--- src/rtl/core/rdcd_pkg.sv ---
// ----------------------------------------------------------------------------
// rdcd_pkg: shared types and constants of the remote drive command decoder
// Transaction structs, event codes, command characters and control bit masks.
// ----------------------------------------------------------------------------
package rdcd_pkg;

  // input transaction: command byte or millisecond tick
  typedef struct packed {
    logic       func;
    logic [7:0] rx_byte;
  } rdcd_in_t;

  // result transaction
  typedef struct packed {
    logic [15:0] control_word;
    logic [6:0]  speed_percent;
    logic [2:0]  event_res;
  } rdcd_out_t;

  // event codes reported with every result
  typedef enum logic [2:0] {
    EV_APPLIED   = 3'd0,
    EV_REPEAT    = 3'd1,
    EV_UNKNOWN   = 3'd2,
    EV_ERR_CLEAR = 3'd3,
    EV_TIMEOUT   = 3'd4,
    EV_TICK      = 3'd5
  } rdcd_evt_t;

  // item kinds
  localparam logic FUNC_BYTE = 1'b0;
  localparam logic FUNC_TICK = 1'b1;

  localparam int unsigned SILENCE_W = 17;
  localparam logic [SILENCE_W-1:0] SILENCE_MAX = '1;
  localparam logic [15:0] TIMEOUT_RESET = 16'd1000;
  localparam logic [1:0]  ERR_LIMIT     = 2'd3;
  localparam logic [6:0]  SPEED_MAX     = 7'd100;

  // control word masks
  localparam logic [15:0] LINK_BITS  = 16'hC000;
  localparam logic [15:0] DIR_MASK   = 16'h000F;
  localparam logic [15:0] HORN_BITS  = 16'h0010;
  localparam logic [15:0] LIGHT_BITS = 16'h2020;
  localparam logic [15:0] REAR_BITS  = 16'h0040;
  localparam logic [15:0] HAZ_BITS   = 16'h1080;

  // direction patterns on bits 3..0
  localparam logic [3:0] DIR_STOP  = 4'h0;
  localparam logic [3:0] DIR_FWD   = 4'h1;
  localparam logic [3:0] DIR_LEFT  = 4'h2;
  localparam logic [3:0] DIR_BACK  = 4'h4;
  localparam logic [3:0] DIR_RIGHT = 4'h8;
  localparam logic [3:0] DIR_FL    = 4'h3;
  localparam logic [3:0] DIR_FR    = 4'h9;
  localparam logic [3:0] DIR_BL    = 4'h6;
  localparam logic [3:0] DIR_BR    = 4'hC;

  // command characters
  localparam logic [7:0] CH_T  = 8'h54;
  localparam logic [7:0] CH_D  = 8'h44;
  localparam logic [7:0] CH_S  = 8'h53;
  localparam logic [7:0] CH_F  = 8'h46;
  localparam logic [7:0] CH_L  = 8'h4C;
  localparam logic [7:0] CH_B  = 8'h42;
  localparam logic [7:0] CH_R  = 8'h52;
  localparam logic [7:0] CH_G  = 8'h47;
  localparam logic [7:0] CH_I  = 8'h49;
  localparam logic [7:0] CH_H  = 8'h48;
  localparam logic [7:0] CH_J  = 8'h4A;
  localparam logic [7:0] CH_VU = 8'h56;
  localparam logic [7:0] CH_VL = 8'h76;
  localparam logic [7:0] CH_WU = 8'h57;
  localparam logic [7:0] CH_WL = 8'h77;
  localparam logic [7:0] CH_UU = 8'h55;
  localparam logic [7:0] CH_UL = 8'h75;
  localparam logic [7:0] CH_XU = 8'h58;
  localparam logic [7:0] CH_XL = 8'h78;
  localparam logic [7:0] CH_0  = 8'h30;
  localparam logic [7:0] CH_1  = 8'h31;
  localparam logic [7:0] CH_2  = 8'h32;
  localparam logic [7:0] CH_3  = 8'h33;
  localparam logic [7:0] CH_4  = 8'h34;
  localparam logic [7:0] CH_5  = 8'h35;
  localparam logic [7:0] CH_6  = 8'h36;
  localparam logic [7:0] CH_7  = 8'h37;
  localparam logic [7:0] CH_8  = 8'h38;
  localparam logic [7:0] CH_9  = 8'h39;
  localparam logic [7:0] CH_Q  = 8'h71;

endpackage

--- src/rtl/core/remote_drive_command_decoder.sv ---
// ----------------------------------------------------------------------------
// remote_drive_command_decoder: single-character drive command decoder
// Turns command bytes and millisecond ticks into a drive control word,
// a speed percentage and an event code, one result per transaction.
// ----------------------------------------------------------------------------
// result: registered on input acceptance, in the result or the skid register
// throughput: one transaction per cycle while in_stall is low; a two-entry output
//   stage (result register plus skid register) keeps input acceptance going while
//   out_stall holds one result
// reset: synchronous rst clears all decoder state, sets timeout_ms to 1000
//   and empties the output stage
module remote_drive_command_decoder (
  input  logic               clk,
  input  logic               rst,
  input  logic               cfg_wr_en,
  input  logic [15:0]        cfg_wr_data,
  input  logic               in_valid,
  output logic               in_stall,
  input  rdcd_pkg::rdcd_in_t in_data,
  output logic               out_valid,
  input  logic               out_stall,
  output rdcd_pkg::rdcd_out_t out_data
);
  import rdcd_pkg::*;

  // decoder state
  logic [15:0]          timeout_ms;
  logic [7:0]           last_code;
  logic [15:0]          drive_word;
  logic [6:0]           speed_level;
  logic [1:0]           error_count;
  logic [SILENCE_W-1:0] silence_count;

  logic [7:0]           last_code_next;
  logic [15:0]          drive_word_next;
  logic [6:0]           speed_level_next;
  logic [1:0]           error_count_next;
  logic [SILENCE_W-1:0] silence_count_next;
  rdcd_evt_t            evt_next;

  // decode scratch
  logic [15:0]          cmd_word;
  logic [6:0]           cmd_speed;
  logic                 cmd_known;
  logic                 cmd_clear;
  logic [SILENCE_W-1:0] silence_inc;

  // output stage
  logic      skid_valid;
  rdcd_out_t skid_data;
  rdcd_out_t result;
  logic      in_accept;

  assign in_stall  = skid_valid;
  assign in_accept = in_valid & ~skid_valid;

  // character decode on top of the word with link bits set
  always_comb begin
    cmd_word  = drive_word | LINK_BITS;
    cmd_speed = speed_level;
    cmd_known = 1'b1;
    cmd_clear = 1'b0;
    unique case (in_data.rx_byte)
      CH_T, CH_D: cmd_clear = 1'b1;
      CH_S:  cmd_word[3:0] = DIR_STOP;
      CH_F:  cmd_word[3:0] = DIR_FWD;
      CH_L:  cmd_word[3:0] = DIR_LEFT;
      CH_B:  cmd_word[3:0] = DIR_BACK;
      CH_R:  cmd_word[3:0] = DIR_RIGHT;
      CH_G:  cmd_word[3:0] = DIR_FL;
      CH_I:  cmd_word[3:0] = DIR_FR;
      CH_H:  cmd_word[3:0] = DIR_BL;
      CH_J:  cmd_word[3:0] = DIR_BR;
      CH_VU: cmd_word = cmd_word | HORN_BITS;
      CH_VL: cmd_word = cmd_word & ~HORN_BITS;
      CH_WU: cmd_word = cmd_word | LIGHT_BITS;
      CH_WL: cmd_word = cmd_word & ~LIGHT_BITS;
      CH_UU: cmd_word = cmd_word | REAR_BITS;
      CH_UL: cmd_word = cmd_word & ~REAR_BITS;
      CH_XU: cmd_word = cmd_word | HAZ_BITS;
      CH_XL: cmd_word = cmd_word & ~HAZ_BITS;
      CH_0:  cmd_speed = 7'd0;
      CH_1:  cmd_speed = 7'd20;
      CH_2:  cmd_speed = 7'd30;
      CH_3:  cmd_speed = 7'd40;
      CH_4:  cmd_speed = 7'd50;
      CH_5:  cmd_speed = 7'd60;
      CH_6:  cmd_speed = 7'd70;
      CH_7:  cmd_speed = 7'd80;
      CH_8:  cmd_speed = 7'd90;
      CH_9, CH_Q: cmd_speed = SPEED_MAX;
      default: cmd_known = 1'b0;
    endcase
  end

  // saturating silence increment
  assign silence_inc = (silence_count == SILENCE_MAX) ? silence_count
                                                      : silence_count + 1'b1;

  // next state for one transaction
  always_comb begin
    last_code_next     = last_code;
    drive_word_next    = drive_word;
    speed_level_next   = speed_level;
    error_count_next   = error_count;
    silence_count_next = silence_count;
    evt_next           = EV_TICK;
    if (in_data.func == FUNC_BYTE) begin
      silence_count_next = '0;
      if (in_data.rx_byte == last_code) begin
        evt_next = EV_REPEAT;
      end else if (cmd_known) begin
        evt_next         = EV_APPLIED;
        error_count_next = '0;
        if (cmd_clear) begin
          last_code_next   = '0;
          drive_word_next  = '0;
          speed_level_next = '0;
        end else begin
          last_code_next   = in_data.rx_byte;
          drive_word_next  = cmd_word;
          speed_level_next = cmd_speed;
        end
      end else if (error_count == ERR_LIMIT) begin
        // fourth unknown in a row
        evt_next         = EV_ERR_CLEAR;
        error_count_next = '0;
        last_code_next   = '0;
        drive_word_next  = '0;
        speed_level_next = '0;
      end else begin
        evt_next         = EV_UNKNOWN;
        error_count_next = error_count + 1'b1;
        last_code_next   = in_data.rx_byte;
        drive_word_next  = drive_word | LINK_BITS;
      end
    end else if (silence_inc > {1'b0, timeout_ms}) begin
      // silence timeout clears the drive state like a T or D command
      evt_next           = EV_TIMEOUT;
      silence_count_next = '0;
      error_count_next   = '0;
      last_code_next     = '0;
      drive_word_next    = '0;
      speed_level_next   = '0;
    end else begin
      silence_count_next = silence_inc;
    end
  end

  assign result.control_word  = drive_word_next;
  assign result.speed_percent = speed_level_next;
  assign result.event_res     = evt_next;

  // configuration register
  always_ff @(posedge clk) begin
    if (rst) begin
      timeout_ms <= TIMEOUT_RESET;
    end else if (cfg_wr_en) begin
      timeout_ms <= cfg_wr_data;
    end
  end

  // decoder state update
  always_ff @(posedge clk) begin
    if (rst) begin
      last_code     <= '0;
      drive_word    <= '0;
      speed_level   <= '0;
      error_count   <= '0;
      silence_count <= '0;
    end else if (in_accept) begin
      last_code     <= last_code_next;
      drive_word    <= drive_word_next;
      speed_level   <= speed_level_next;
      error_count   <= error_count_next;
      silence_count <= silence_count_next;
    end
  end

  // result register and skid register
  always_ff @(posedge clk) begin
    if (rst) begin
      out_valid  <= 1'b0;
      skid_valid <= 1'b0;
    end else if (skid_valid) begin
      if (!out_stall) begin
        skid_valid <= 1'b0;
      end
    end else if (in_accept) begin
      if (out_valid && out_stall) begin
        skid_valid <= 1'b1;
      end else begin
        out_valid <= 1'b1;
      end
    end else if (!out_stall) begin
      out_valid <= 1'b0;
    end
  end

  // payload moves without reset
  always_ff @(posedge clk) begin
    if (skid_valid) begin
      if (!out_stall) begin
        out_data <= skid_data;
      end
    end else if (in_accept) begin
      if (out_valid && out_stall) begin
        skid_data <= result;
      end else begin
        out_data <= result;
      end
    end
  end

endmodule

--- config.mk ---
export PLATFORM = sky130hd
export DESIGN_NAME = remote_drive_command_decoder
export DESIGN_NICKNAME = d
export VERILOG_FILES = /design/src/rtl/core/rdcd_pkg.sv /design/src/rtl/core/remote_drive_command_decoder.sv
export SDC_FILE = /design/constraint.sdc
export NUM_CORES = 1
export LEC_CHECK = 0
export BUFFER_PORTS_ARGS = -buffer_cell sky130_fd_sc_hd__buf_2
export CAP_MARGIN = 20
export CORE_UTILIZATION = 60
export CTS_CLUSTER_SIZE = 14
export DETAILED_ROUTE_END_ITERATION = 8
export PLACE_DENSITY_LB_ADDON = 0.08
export SETUP_SLACK_MARGIN = 0.3
export SLEW_MARGIN = 5
export SYNTH_ARGS = -nofsm -noshare
export SYNTH_HDL_FRONTEND = slang
export SYNTH_SLANG_ARGS = --single-unit
export TNS_END_PERCENT = 20
--- constraint.sdc ---
create_clock -name clk -period 4.1 [get_ports clk]
set_input_delay 0 -clock clk [delete_from_list [all_inputs] [get_ports clk]]
set_output_delay 0 -clock clk [all_outputs]
set_load 0.005 [all_outputs]
**Word level (Yosys, flattened, before mapping)**

Cells that the tools add are included.

- Register bits after elaboration: 120
- Input port bits: 30
- Output and inout bits: 28
- Word-level logic and storage cells: 114

- Add/sub/neg operators: 2
- Magnitude comparators: 1
- Eq/ne operators: 39
- Multiplexer cells: 47
- Bitwise gates (word level): 2
- Reductions and logical operators: 9

Operators by type and width:

| cell | count |
|---|---|
| equality test 8 x 7 -> 1 bit (second input constant) | 20 |
| 2-to-1 mux 26 bit | 4 |
| 2-to-1 mux 16 bit | 6 |
| equality test 8 x 6 -> 1 bit (second input constant) | 10 |
| case mux 10 bit (8 select lines) | 1 |
| case mux 7 bit (10 select lines) | 1 |
| 2-to-1 mux 17 bit | 3 |
| 2-to-1 mux 8 bit | 6 |
| 2-to-1 mux 7 bit | 6 |
| case mux 4 bit (9 select lines) | 1 |
| OR reduction 30 bit | 1 |
| adder 17 x 1 -> 17 bit (second input constant) | 1 |
| equality test 17 bit (second input constant) | 1 |
| greater-than comparator 17 x 16 -> 1 bit | 1 |
| 2-to-1 mux 2 bit | 7 |
| AND reduction 3 bit | 4 |
| 2-to-1 mux 1 bit | 11 |
| equality test 8 bit | 1 |
| inequality test 2 bit (second input constant) | 4 |
| inequality test 2 x 1 -> 1 bit (second input constant) | 2 |
| OR reduction 2 bit | 2 |
| 2-to-1 mux 3 bit | 1 |
| adder 2 x 1 -> 2 bit (second input constant) | 1 |
| equality test 2 bit (second input constant) | 1 |
| 4 further kinds | 4 |

**Longest topological paths before layout**

Gate-level depths: netlist of run 1.

- Depth after elaboration: 10
- Gate-level depth with buffers: 18
- Gate-level depth less buffers: 15

**Worst setup path before layout of run 1**

OpenSTA, ideal clock, no wires.

- Path type: flip-flop to flip-flop
- Start: register silence_count[0]
- End: register silence_count[7]
- Setup time: 0.074 ns
- Arrival time: 3.505 ns
- Required time: 4.026 ns
- Path slack: 0.520 ns
- Stages on the path, launching flop included: 18
- Path buffers: 2
- Path through: dfxtp_1 -> ha_1 -> and2_1 -> nand2_1 -> or3_1 -> clkbuf_1 -> and3_1 -> nand2_1 -> xnor2_1 -> ha_1 -> o21ai_0 -> nor2_1 -> o31ai_1 -> nand4_2 -> and2_1 -> buf_2 -> or4_1 -> o21ai_0

- Cells in the longest elaborated chain, start to end: 5

Ends and longest elaborated chain:

| item | line | source |
|---|---|---|
| start: declaration | remote_drive_command_decoder.sv:32 | `logic [SILENCE_W-1:0] silence_count;` |
| start signal: assignment | remote_drive_command_decoder.sv:176 | `silence_count <= silence_count_next;` |
| adder 17 x 1 -> 17 bit / equality test 17 bit (equally long branches) | remote_drive_command_decoder.sv:98, remote_drive_command_decoder.sv:97 |  |
| 2-to-1 mux 17 bit * | remote_drive_command_decoder.sv:97 | `assign silence_inc = (silence_count == SILENCE_MAX) ? silence_count` |
| greater-than comparator 17 x 16 -> 1 bit | remote_drive_command_decoder.sv:137 | `end else if (silence_inc > {1'b0, timeout_ms}) begin` |
| 2-to-1 mux 17 bit * | remote_drive_command_decoder.sv:137 |  |
| 2-to-1 mux 17 bit * | remote_drive_command_decoder.sv:108 | `if (in_data.func == FUNC_BYTE) begin` |

Mark *: on every way between the ends. The rest lies on a longest branch, timed or not.
A chain may end at the register's enable or synchronous reset.

**Worst setup path in the final report of run 1**

- Start: register silence_count[0]
- End: register out_data[12] in the netlist's numbering, data pin

- Cells in the longest elaborated chain, start to end: 8

Ends and longest elaborated chain:

| item | line | source |
|---|---|---|
| adder 17 x 1 -> 17 bit / equality test 17 bit (equally long branches) | remote_drive_command_decoder.sv:98, remote_drive_command_decoder.sv:97 |  |
| 2-to-1 mux 17 bit * | remote_drive_command_decoder.sv:97 |  |
| greater-than comparator 17 x 16 -> 1 bit * | remote_drive_command_decoder.sv:137 |  |
| 2-to-1 mux 16 bit * | remote_drive_command_decoder.sv:137 |  |
| 2-to-1 mux 16 bit * | remote_drive_command_decoder.sv:108 |  |
| named net drive_word_next[2] | remote_drive_command_decoder.sv:35 | `logic [15:0] drive_word_next;` |
| 2-to-1 mux 26 bit * | remote_drive_command_decoder.sv:207 | `if (out_valid && out_stall) begin` |
| 2-to-1 mux 26 bit * | remote_drive_command_decoder.sv:206 | `end else if (in_accept) begin` |
| 2-to-1 mux 26 bit * | remote_drive_command_decoder.sv:202 | `if (skid_valid) begin` |
| end signal: assignment | remote_drive_command_decoder.sv:204 | `out_data <= skid_data;` |
| end signal: assignment | remote_drive_command_decoder.sv:210 | `out_data <= result;` |
| end: declaration | remote_drive_command_decoder.sv:22 | `output rdcd_pkg::rdcd_out_t out_data` |

Mark *: on every way through the listed nets, which the timed path passes. The rest lies on a longest branch. The select of a mux whose other input is x is not followed.

==> results of run 1 <==
-- worst min path at each step --
stage	slack, ns	depth (start not counted)	to	from
finish	0.05	3	timeout_ms[15]$_SDFFE_PP0P_	cfg_wr_en
global placement	0.22	3	timeout_ms[3]$_SDFFE_PP1P_	cfg_wr_data[3]
floorplan	0.1	0	skid_data[2]$_DFFE_PP_	in_data[8]
CTS	0.03	3	timeout_ms[15]$_SDFFE_PP0P_	cfg_wr_en
detailed placement	0.23	3	timeout_ms[3]$_SDFFE_PP1P_	cfg_wr_data[3]
global route	0.07	3	timeout_ms[15]$_SDFFE_PP0P_	cfg_wr_en
-- per-layer routing --
metal / share of wire [%] / wire length (um)
met5: 0 / 0
met4: 2.8 / 454
met3: 8.5 / 1379
met2: 48 / 7725
met1: 41 / 6619
-- worst max-delay path, cell delays in order (launching register included) --
cell	delay [ns]
dfxtp_4	0.37
ha_1	0.16
and2_1	0.17
nand2_1	0.10
or3_4	0.43
and3_4	0.21
nand4_1	0.15
xnor2_1	0.15
ha_1	0.30
nand3_1	0.11
nor3_1	0.19
a21oi_1	0.10
nand4_2	0.19
buf_4	0.15
nand4_2	0.14
a22o_1	0.29
mux2_2	0.28
-- through the flow --
stage / setup WS (ns) / total power [mW]
floorplan: 0.5202 / 1.499
global placement: 0.2123 / 1.574
detailed placement: 0.05178 / 1.581
CTS: 0.2869 / 3.159
global route: 0.2474 / 3.272
finish: 0.3584 / 3.180
-- cells in the mapped netlist, types with 16 or more instances --
| cell | instances |
|---|---|
| o21ai_0 | 30 |
| clkbuf_1 | 16 |
| a21oi_1 | 23 |
| xnor2_1 | 16 |
| a31oi_1 | 16 |
| inv_1 | 41 |
| nor2_1 | 55 |
| nand2_1 | 62 |
| dfxtp_1 | 68 |
| nand3_1 | 18 |
| ha_1 | 18 |
| edfxtp_1 | 52 |
-- registers in the layout, indices dropped and copies added, names as in the netlist --
signal / count
drive_word: 16
error_count: 2
in_stall: 1
last_code: 8
out_data: 26
out_valid: 1
silence_count: 17
skid_data: 26
speed_level: 7
timeout_ms: 16
-- power breakdown --
| group | internal, mW | switching [mW] | total [mW] | leakage, nW |
|---|---|---|---|---|
| combinational | 0.136 | 0.179 | 0.315 | 1.82 |
| sequential | 1.29 | 0.0163 | 1.31 | 1.06 |
| clock | 0.992 | 0.568 | 1.56 | 0.299 |
| total | 2.42 | 0.763 | 3.18 | 3.17 |
-- layout make-up --
cell class / instances / area [um2]
Multi-Input combinational cell: 442 / 3039
Tap cell: 133 / 166.4
Sequential cell: 120 / 2934
Fill cell: 627 / 2017
Clock buffer: 18 / 417.9
Timing Repair Buffer: 123 / 933.4
Inverter: 42 / 157.7
Clock inverter: 14 / 198.9
-- cell families after synthesis --
group / after synthesis / share of synthesized area [%]
xor+xnor: 25 / 3.550
compound gates: 166 / 19.72
buf+inv: 75 / 4.888
simple gates: 211 / 17.02
fa+ha+maj: 18 / 3.651
flops: 120 / 47.38
mux: 22 / 3.793
-- what timing repair did --
item,4_1_cts,5_1_grt
buffers inserted,2,5
pin swaps,1,4
hold buffers,49,0
endpoints found under the hold margin,35,0
setup endpoints to repair,63,89
gates resized for setup,7,26
==> impl_metrics.toml, run 1 <==
[outcome]
status = "finished clean"

[setup_path]
r2r_end = "out_data[12]$_DFFE_PP_"
crit_fanout = 6
worstPathArrival_ns = 4.01
reg2reg_depth = 16
crit_required_ns = 4.37
r2r_start = "silence_count[0]$_SDFFE_PP0P_"
endpoint = "out_data[12]$_DFFE_PP_"
critPathKind = "register to register"
r2r_setup_slack_ns = 0.36
worstSetupEndpointType = "register"
crit_path_start = "silence_count[0]$_SDFFE_PP0P_"
start_kind = "register"

[placement]
io_buffers = 57
placed_area_um2 = 6544
placedCellCount = 803
gp_congestion = 0.8975
hpwl_um = 10010

[logic_synthesis]
netlist-cell-type-count = 77
ys_seq_area_share_pct = 47.38
yosysTopAreaCell = "edfxtp_1"
netlist_area_um2 = 6168
synth_edf_count = 52
synthFlopType = "dfxtp_1"
async_reset_ff_share_pct = 0
syn_nets = 685
ys_seq_elements = 120
yosysWarningCount = 0
avgSynthCellArea_um2 = 9.684
synth_cells = 637
synth_top_area_share_pct = 25.31
yosys-top-cells-area = "edfxtp_1 (25%), dfxtp_1 (22%), nand2_1 (3.8%)"

[cells_and_area]
final_layout_size_suffix_gt1_share_pct = 21.74
final_area_um2 = 7848
fin_nets = 794
mostFrequentLayoutCell = "dfxtp_1"
final_cells = 892
syn2layout_area_growth_pct = 27.22
fin_util_pct = 79.55
final_cell_mix = "dfxtp_1 (61), nand2_1 (59), buf_2 (58), nor2_1 (54), edfxtp_1 (52)"
diodes = 0

[worst_hold_path]
min_path_type = "primary input to register"

[global_route]
grt_pass1_vias = 5167
grt_pass1_wl_um = 25500
busiest_layer = "met2"
antenna_found_initial = 0
grt_max_degree = 33
grt_overflow_total = 0
globalRouteTotalUtil_pct = 31.92
met2_usage_pct = 50.84
grt.met1_usage_pct = 39.48
met3_usage_pct = 8.669

[cts]
clkLatencyLatePin_ns = 0.53
cts_sinks = 120
cts_tree = "built"
cts.clk_slew.worst_paths_ns = 0.06
cts_buffers = 17
cts.htree.levels = 4
root_buffer = "clkbuf_8"
clk_path_buf_depth = 2

[power_and_ir_drop]
p_leak_nw = 3.173
powerDensity_nw_per_um2 = 405.2
peakVddDrop_mv = 0.2898

[timing]
period_share_pct = 91.26
slew_violations = 0
rsz0062_at_grt = "yes"
fmax_ghz = 0.2673
slew_headroom_pct = 51.61
tightest_slew_ns = 0.7231
fin_worst_skew_ns = 0.01587
setup_viol = 0
fin_tns_setup_ns = 0
hold_ws_ns = 0.05064
hold_violations = 0
finalWorstPathRequiredPeriod_ns = 3.742

[die]
start_util_pct = 62.53
die-width_um = 103.4
dieHeight_um = 103.4
io_pins = 58
dieArea_um2 = 10690
fp-row-count = 36
core-area_um2 = 9864

[drt]
first_iter_violations = 417
first_pass_iters = 8
drc = 0
ant_nets = 0
vias = 5450
wirelength_um = 16180
vias_per_cell = 6.110
wire_per_inst_um = 18.14

[run]
max-cap-violations = 0
No activity file was read; power rests on OpenSTA's default activity.
==> run 2, diff against run 1 <==
--- a/config.mk
+++ b/config.mk
@@ -8,10 +8,11 @@
 export BUFFER_PORTS_ARGS = -buffer_cell sky130_fd_sc_hd__buf_2
 export CAP_MARGIN = 20
 export CORE_UTILIZATION = 60
+export CTS_BUF_LIST = sky130_fd_sc_hd__clkbuf_2
 export CTS_CLUSTER_SIZE = 14
 export DETAILED_ROUTE_END_ITERATION = 8
 export PLACE_DENSITY_LB_ADDON = 0.08
-export SETUP_SLACK_MARGIN = 0.3
+export SETUP_SLACK_MARGIN = 0.4
 export SLEW_MARGIN = 5
 export SYNTH_ARGS = -nofsm -noshare
 export SYNTH_HDL_FRONTEND = slang
==> run 2 against run 1 <==
Against the previous run:
- count of clock-buffer cells in the layout is the same
- setup slack improved by 0.094 ns
- worst hold slack better by 0.10 ns
- clock power shrank 42%
- wire length is 0.60% lower
- global-route usage increased by 0.067 points
- fmax increased by 2.6%
- largest cell class unchanged
- non-clock buffer count increased by 15
- final cell count is 1.7% higher
- highest routed layer unchanged
- combinational power increased by 5%
- die area did not move
- first-iteration DRC count up 9.8%
==> impl_metrics.toml, run 2 (synthesis gave the netlist of run 1 again) <==
[outcome]
status = "finished clean"

[cts]
root_buffer = "clkbuf_2"
cts_buffers = 17
cts.htree.levels = 4
clk_path_buf_depth = 2
clkLatencyLatePin_ns = 0.71
cts.clk_slew.worst_paths_ns = 0.21
cts_sinks = 120
cts_tree = "built"

[drt]
first_pass_iters = 6
vias_per_cell = 6.040
first_iter_violations = 458
drc = 0
wirelength_um = 16080
vias = 5478
wire_per_inst_um = 17.73
ant_nets = 0

[global_route]
antenna_found_initial = 0
grt_pass1_wl_um = 25610
grt_pass1_vias = 5205
globalRouteTotalUtil_pct = 31.99
grt_overflow_total = 0
grt_max_degree = 33

[timing]
fmax_ghz = 0.2741
fin_tns_setup_ns = 0
hold_ws_ns = 0.1510
period_share_pct = 88.97
hold_violations = 0
rsz0062_at_grt = "yes"
slew_headroom_pct = 49.14
setup_slack_ns = 0.4520
fin_worst_skew_ns = 0.04115
slew_violations = 0
tightest_slew_ns = 0.7600
finalWorstPathRequiredPeriod_ns = 3.648
setup_viol = 0

[die]
dieArea_um2 = 10690
start_util_pct = 62.53
dieHeight_um = 103.4
fp-row-count = 36
die-width_um = 103.4
core-area_um2 = 9864
io_pins = 58

[cells_and_area]
multiInputGateArea_um2 = 3077
syn2layout_area_growth_pct = 25.15
final_layout_size_suffix_gt1_share_pct = 22.74
mostFrequentLayoutCell = "dlygate4sd3_1"
seqCellArea_um2 = 2949
top_regs = "out_data x26, skid_data x26, silence_count x17"
final_cell_mix = "dlygate4sd3_1 (62), nand2_1 (58), dfxtp_1 (57), buf_2 (57), nor2_1 (54)"
fillCellCount = 658
final_cells = 907
fin_util_pct = 78.26
fin_nets = 809
diodes = 0

[power_and_ir_drop]
power_switching_share_pct = 27.40
sequentialPowerShare_pct = 51.3
peakVddDrop_mv = 0.1974
p_int_mw = 1.843
p_leak_nw = 3.124
clkPwrFrac_pct = 35.7
pwr-share-comb_pct = 13.0
p_switching_uw = 695.8
powerDensity_nw_per_um2 = 328.9

[setup_path]
crit_slowest_cell = "or4_1"
critPathKind = "register to register"
start_kind = "register"
worstSetupEndpointType = "register"
worstPathArrival_ns = 4.27
cp_cell_sequence = "and3_1 > nand2_2 > or3_4 > nand2_4 > nor2_1 > xor2_1 > ha_1 > nand3_1 > nor2_1 > a41o_1 > nand2_2 > and2_4 > or4_1 > a21oi_1"
max_stage_delay_ns = 0.51
crit_required_ns = 4.73
crit_fanout = 8

[worst_hold_path]
min_path_type = "primary input to register"

[placement]
gp_congestion = 0.8975
place_ws_ns = 0.05178
hpwl_um = 10010
io_buffers = 57
placedCellCount = 803

[run]
max-cap-violations = 0
==> run 2: changes by cell type in the layout (fill, tap and decap cells not counted), sizes merged <==
| cell | previous run | this run |
|---|---|---|
| dlygate4sd3 | 49 | 62 |
| buf | 74 | 76 |
==> run 2: what timing repair did <==
| item | 4_1_cts | 5_1_grt |
|---|---|---|
| setup endpoints to repair | 82 | 67 |
| pin swaps | 4 | 11 |
| gates resized for setup | 23 | 25 |
| buffers inserted | 5 | 4 |
| endpoints found under the hold margin | 68 | 0 |
| hold buffers | 62 | 0 |
==> run 2: final cells by class <==
cell class	instances	share of cell area [%]
Sequential cell	120	38.20
Clock inverter	14	2.577
Timing Repair Buffer	138	14.00
Clock buffer	18	1.167
Multi-Input combinational cell	442	39.85
Inverter	42	2.042
Tap cell	133	2.156
==> run 2: path summary, 6_finish.rpt <==
kind | startpoint | to | slack, ns | cells past startpoint
setup / recovery | silence_count[5]$_SDFFE_PP0P_ | silence_count[6]$_SDFFE_PP0P_ | 0.45 | 14
hold / removal | in_data[7] | last_code[7]$_SDFFE_PP0P_ | 0.15 | 3
setup reg to reg | silence_count[5]$_SDFFE_PP0P_ | silence_count[6]$_SDFFE_PP0P_ | 0.45 | 14
hold reg to reg | drive_word[3]$_SDFFE_PP0P_ | drive_word[3]$_SDFFE_PP0P_ | 0.47 | 2
==> run 2: power by group through the flow <==
stage	Clock (mW)	Combinational (mW)	Sequential (mW)
floorplan	0	0.168	1.33
CTS	0.900	0.310	1.30
global route	0.958	0.361	1.31
detailed placement	0	0.250	1.33
finish	0.906	0.331	1.30
global placement	0	0.245	1.33
==> run 2: layer usage <==
metal  track usage (%)  part of all wire (%)  wire length, um  vias up
met3             7.728                   8.1             1298       36
met5                 0                     0                0        -
met1             41.01                    42             6749     2604
met4             11.05                   2.3              363        0
met2             52.93                    48             7670      263
li1                  -                     -                -     2575
==> run 2: metrics by stage <==
| step | total power, mW | area [um2] |
|---|---|---|
| after floorplan | 1.499 | 6168 |
| after global placement | 1.574 | 6544 |
| after detailed placement | 1.581 | 6544 |
| after CTS | 2.513 | 7569 |
| after global routing | 2.626 | 7720 |
| final | 2.539 | 7720 |
==> run 2: worst max-delay path: cells and delay by family (launching register included) <==
kind,cells,cell delay [ns]
flip-flops,1,0.48
AND/OR/NAND/NOR,10,2.24
XOR/XNOR,1,0.15
adder cells (fa/ha/maj),1,0.33
AO/OA/AOI/OAI,2,0.38
==> run 3, diff against run 2 <==
==> constraint.sdc (replaced) <==
create_clock -name clk -period 4.1 [get_ports clk]
set_input_delay 0.82 -clock clk [delete_from_list [all_inputs] [get_ports clk]]
set_output_delay 0.82 -clock clk [all_outputs]
set_load 0.005 [all_outputs]
==> run 3 against run 2 <==
Against the previous run:
- combinational power fell by 15%
- wire length decreased by 7.6%
- sequential power about the same
- utilization down 6.3 points
- sequential share of layout area is 3.3 points higher
- register-to-register slack better by 0.04 ns
- highest routed layer unchanged
==> impl_metrics.toml, run 3 (synthesis gave the netlist of run 1 again) <==
[setup_path]
worstPathArrival_ns = 4.07
crit_family = "simple AND/OR/NAND/NOR gates"
critPathKind = "register to register"
crit_required_ns = 4.57
r2r_end = "out_data[23]$_DFFE_PP_"
r2r_setup_slack_ns = 0.49
crit_slowest_cell = "dfxtp_4"
start_kind = "register"
max_stage_delay_ns = 0.40
r2r_start = "silence_count[0]$_SDFFE_PP0P_"
reg2reg_depth = 15
cp_num_buf_inv = 1
cp_cell_sequence = "ha_1 > and2_1 > nand2_1 > o21bai_2 > nor2_1 > xor2_1 > ha_1 > nand3_2 > nor3_1 > a21oi_1 > nand4_2 > buf_4 > o2111ai_1 > a21o_1 > mux2_2"
crit_path_frequent_cell = "ha_1"
crit_fanout = 7
worstSetupEndpointType = "register"

[timing]
fin_tns_setup_ns = 0
slew_violations = 0
hold_violations = 0
fin_worst_skew_ns = 0.02451
period_share_pct = 88.00
setup_slack_ns = 0.4922
fmax_ghz = 0.2772
rsz0062_at_grt = "yes"
setup_viol = 0
tightest_slew_ns = 0.7925
finalWorstPathRequiredPeriod_ns = 3.608
slew_headroom_pct = 46.97

[cells_and_area]
top_regs = "out_data x26, skid_data x26, silence_count x17"
mostFrequentLayoutCell = "nand2_1"
final_layout_size_suffix_gt1_share_pct = 24.51
final_cell_mix = "nand2_1 (59), dfxtp_1 (57), buf_2 (57), nor2_1 (55), edfxtp_1 (52)"
fin_nets = 753
fillCellCount = 759
fin_util_pct = 72.01
syn2layout_area_growth_pct = 15.15
diodes = 0

[power_and_ir_drop]
peakVddDrop_mv = 0.1671
p_total_mw = 2.390
p_leak_nw = 2.901
powerDensity_nw_per_um2 = 336.5

[cts]
cts_buffers = 17
clkLatencyLatePin_ns = 0.69
cts.clk_slew.worst_paths_ns = 0.19
root_buffer = "clkbuf_2"
cts.htree.levels = 4
cts_sinks = 120
cts_tree = "built"
clk_path_buf_depth = 2
hold_buffers = 0

[worst_hold_path]
hold_depth = 3
min_path_type = "primary input to register"
hold_end = "timeout_ms[5]$_SDFFE_PP1P_"
hold_path_startpoint = "cfg_wr_data[5]"

[placement]
hpwl_um = 10340
place_ws_ns = 0.06018
gp_congestion = 0.9520
io_buffers = 57

[die]
io_pins = 58
fp-row-count = 36
start_util_pct = 62.53
dieArea_um2 = 10690
die-width_um = 103.4
dieHeight_um = 103.4
core-area_um2 = 9864

[global_route]
grt_max_degree = 28
antenna_found_initial = 0
grt_overflow_total = 0
globalRouteTotalUtil_pct = 29.13
grt_pass1_wl_um = 23300
grt_pass1_vias = 4615

[drt]
wirelength_um = 14860
ant_nets = 0
drc = 0
first_pass_iters = 5
first_iter_violations = 387
wire_per_inst_um = 17.46
vias = 5195
vias_per_cell = 6.105

[outcome]
status = "finished clean"

[run]
max-cap-violations = 0
-- run 3: changes by cell type in the layout (fill, tap and decap cells not counted), moves of 2 or more --
cell / delta
buf_4: +5
buf_6: +2
clkinv_1: +2
clkinv_4: -2
dlygate4sd3_1: -62
nand2_2: -2
o21ai_0: -2
o21ai_1: +2
-- run 3: power breakdown --
part | total (mW) | switching, mW | leakage (nW) | internal [mW]
Sequential | 1.30 | 0.0148 | 1.06 | 1.29
Clock | 0.810 | 0.469 | 0.150 | 0.341
Combinational | 0.280 | 0.171 | 1.69 | 0.108
-- run 3: worst reg2reg max path, stage by stage (launching register included) --
cell and delay [ns]:
dfxtp_4 0.40, ha_1 0.16, and2_1 0.17, nand2_1 0.09, o21bai_2 0.28, nor2_1 0.34, xor2_1 0.17, ha_1 0.37
nand3_2 0.12, nor3_1 0.20, a21oi_1 0.11, nand4_2 0.14, buf_4 0.14, o2111ai_1 0.17, a21o_1 0.27, mux2_2 0.27
-- run 3: how the worst max path moves through the flow --
stage / depth (start not counted) / slack (ns) / startpoint / endpoint
after global placement: 15 / 0.21 / silence_count[0]$_SDFFE_PP0P_ / last_code[7]$_SDFFE_PP0P_
after global routing: 15 / 0.35 / silence_count[0]$_SDFFE_PP0P_ / silence_count[6]$_SDFFE_PP0P_
final: 15 / 0.49 / silence_count[0]$_SDFFE_PP0P_ / out_data[23]$_DFFE_PP_
after detailed placement: 14 / 0.06 / silence_count[6]$_SDFFE_PP0P_ / last_code[3]$_SDFFE_PP0P_
after CTS: 15 / 0.32 / silence_count[8]$_SDFFE_PP0P_ / out_data[12]$_DFFE_PP_
after floorplan: 17 / 0.52 / silence_count[0]$_SDFFE_PP0P_ / silence_count[7]$_SDFFE_PP0P_
-- run 3: final cells by class --
| type | count | area [um2] | area share (%) |
|---|---|---|---|
| multi-input combinational | 442 | 3074 | 43.28 |
| clock buffer | 17 | 85.08 | 1.198 |
| tap | 133 | 166.4 | 2.343 |
| inverter | 42 | 157.7 | 2.219 |
| clock inverter | 15 | 175.2 | 2.466 |
| sequential | 120 | 2947 | 41.48 |
| timing repair buffer | 82 | 498.0 | 7.011 |
-- run 3: routing by layer --
| metal | wire length (um) | track usage, % | vias up |
|---|---|---|---|
| met1 | 6502 | 39.31 | 2450 |
| met4 | 221 | 6.934 | 0 |
| met3 | 1211 | 6.989 | 26 |
| met5 | 0 | 0 | - |
| met2 | 6926 | 47.38 | 245 |
| li1 | - | - | 2474 |
-- run 3: through the flow --
stage | hold slack [ns] | cell area, um2 | cells
4_1_cts | 0.3247 | 6884 | 838
6_report | 0.3498 | 7103 | 851
5_1_grt | 0.3049 | 7103 | 851
3_3_place_gp | 0.4325 | 6551 | 804
2_1_floorplan | 0.4244 | 6168 | 637
3_5_place_dp | 0.4320 | 6551 | 804
-- run 3: repair_timing --
item / in CTS / in global routing
endpoints found under the setup margin: 84 / 86
resized for setup: 16 / 33
pin swaps: 2 / 6
buffers inserted: 2 / 12
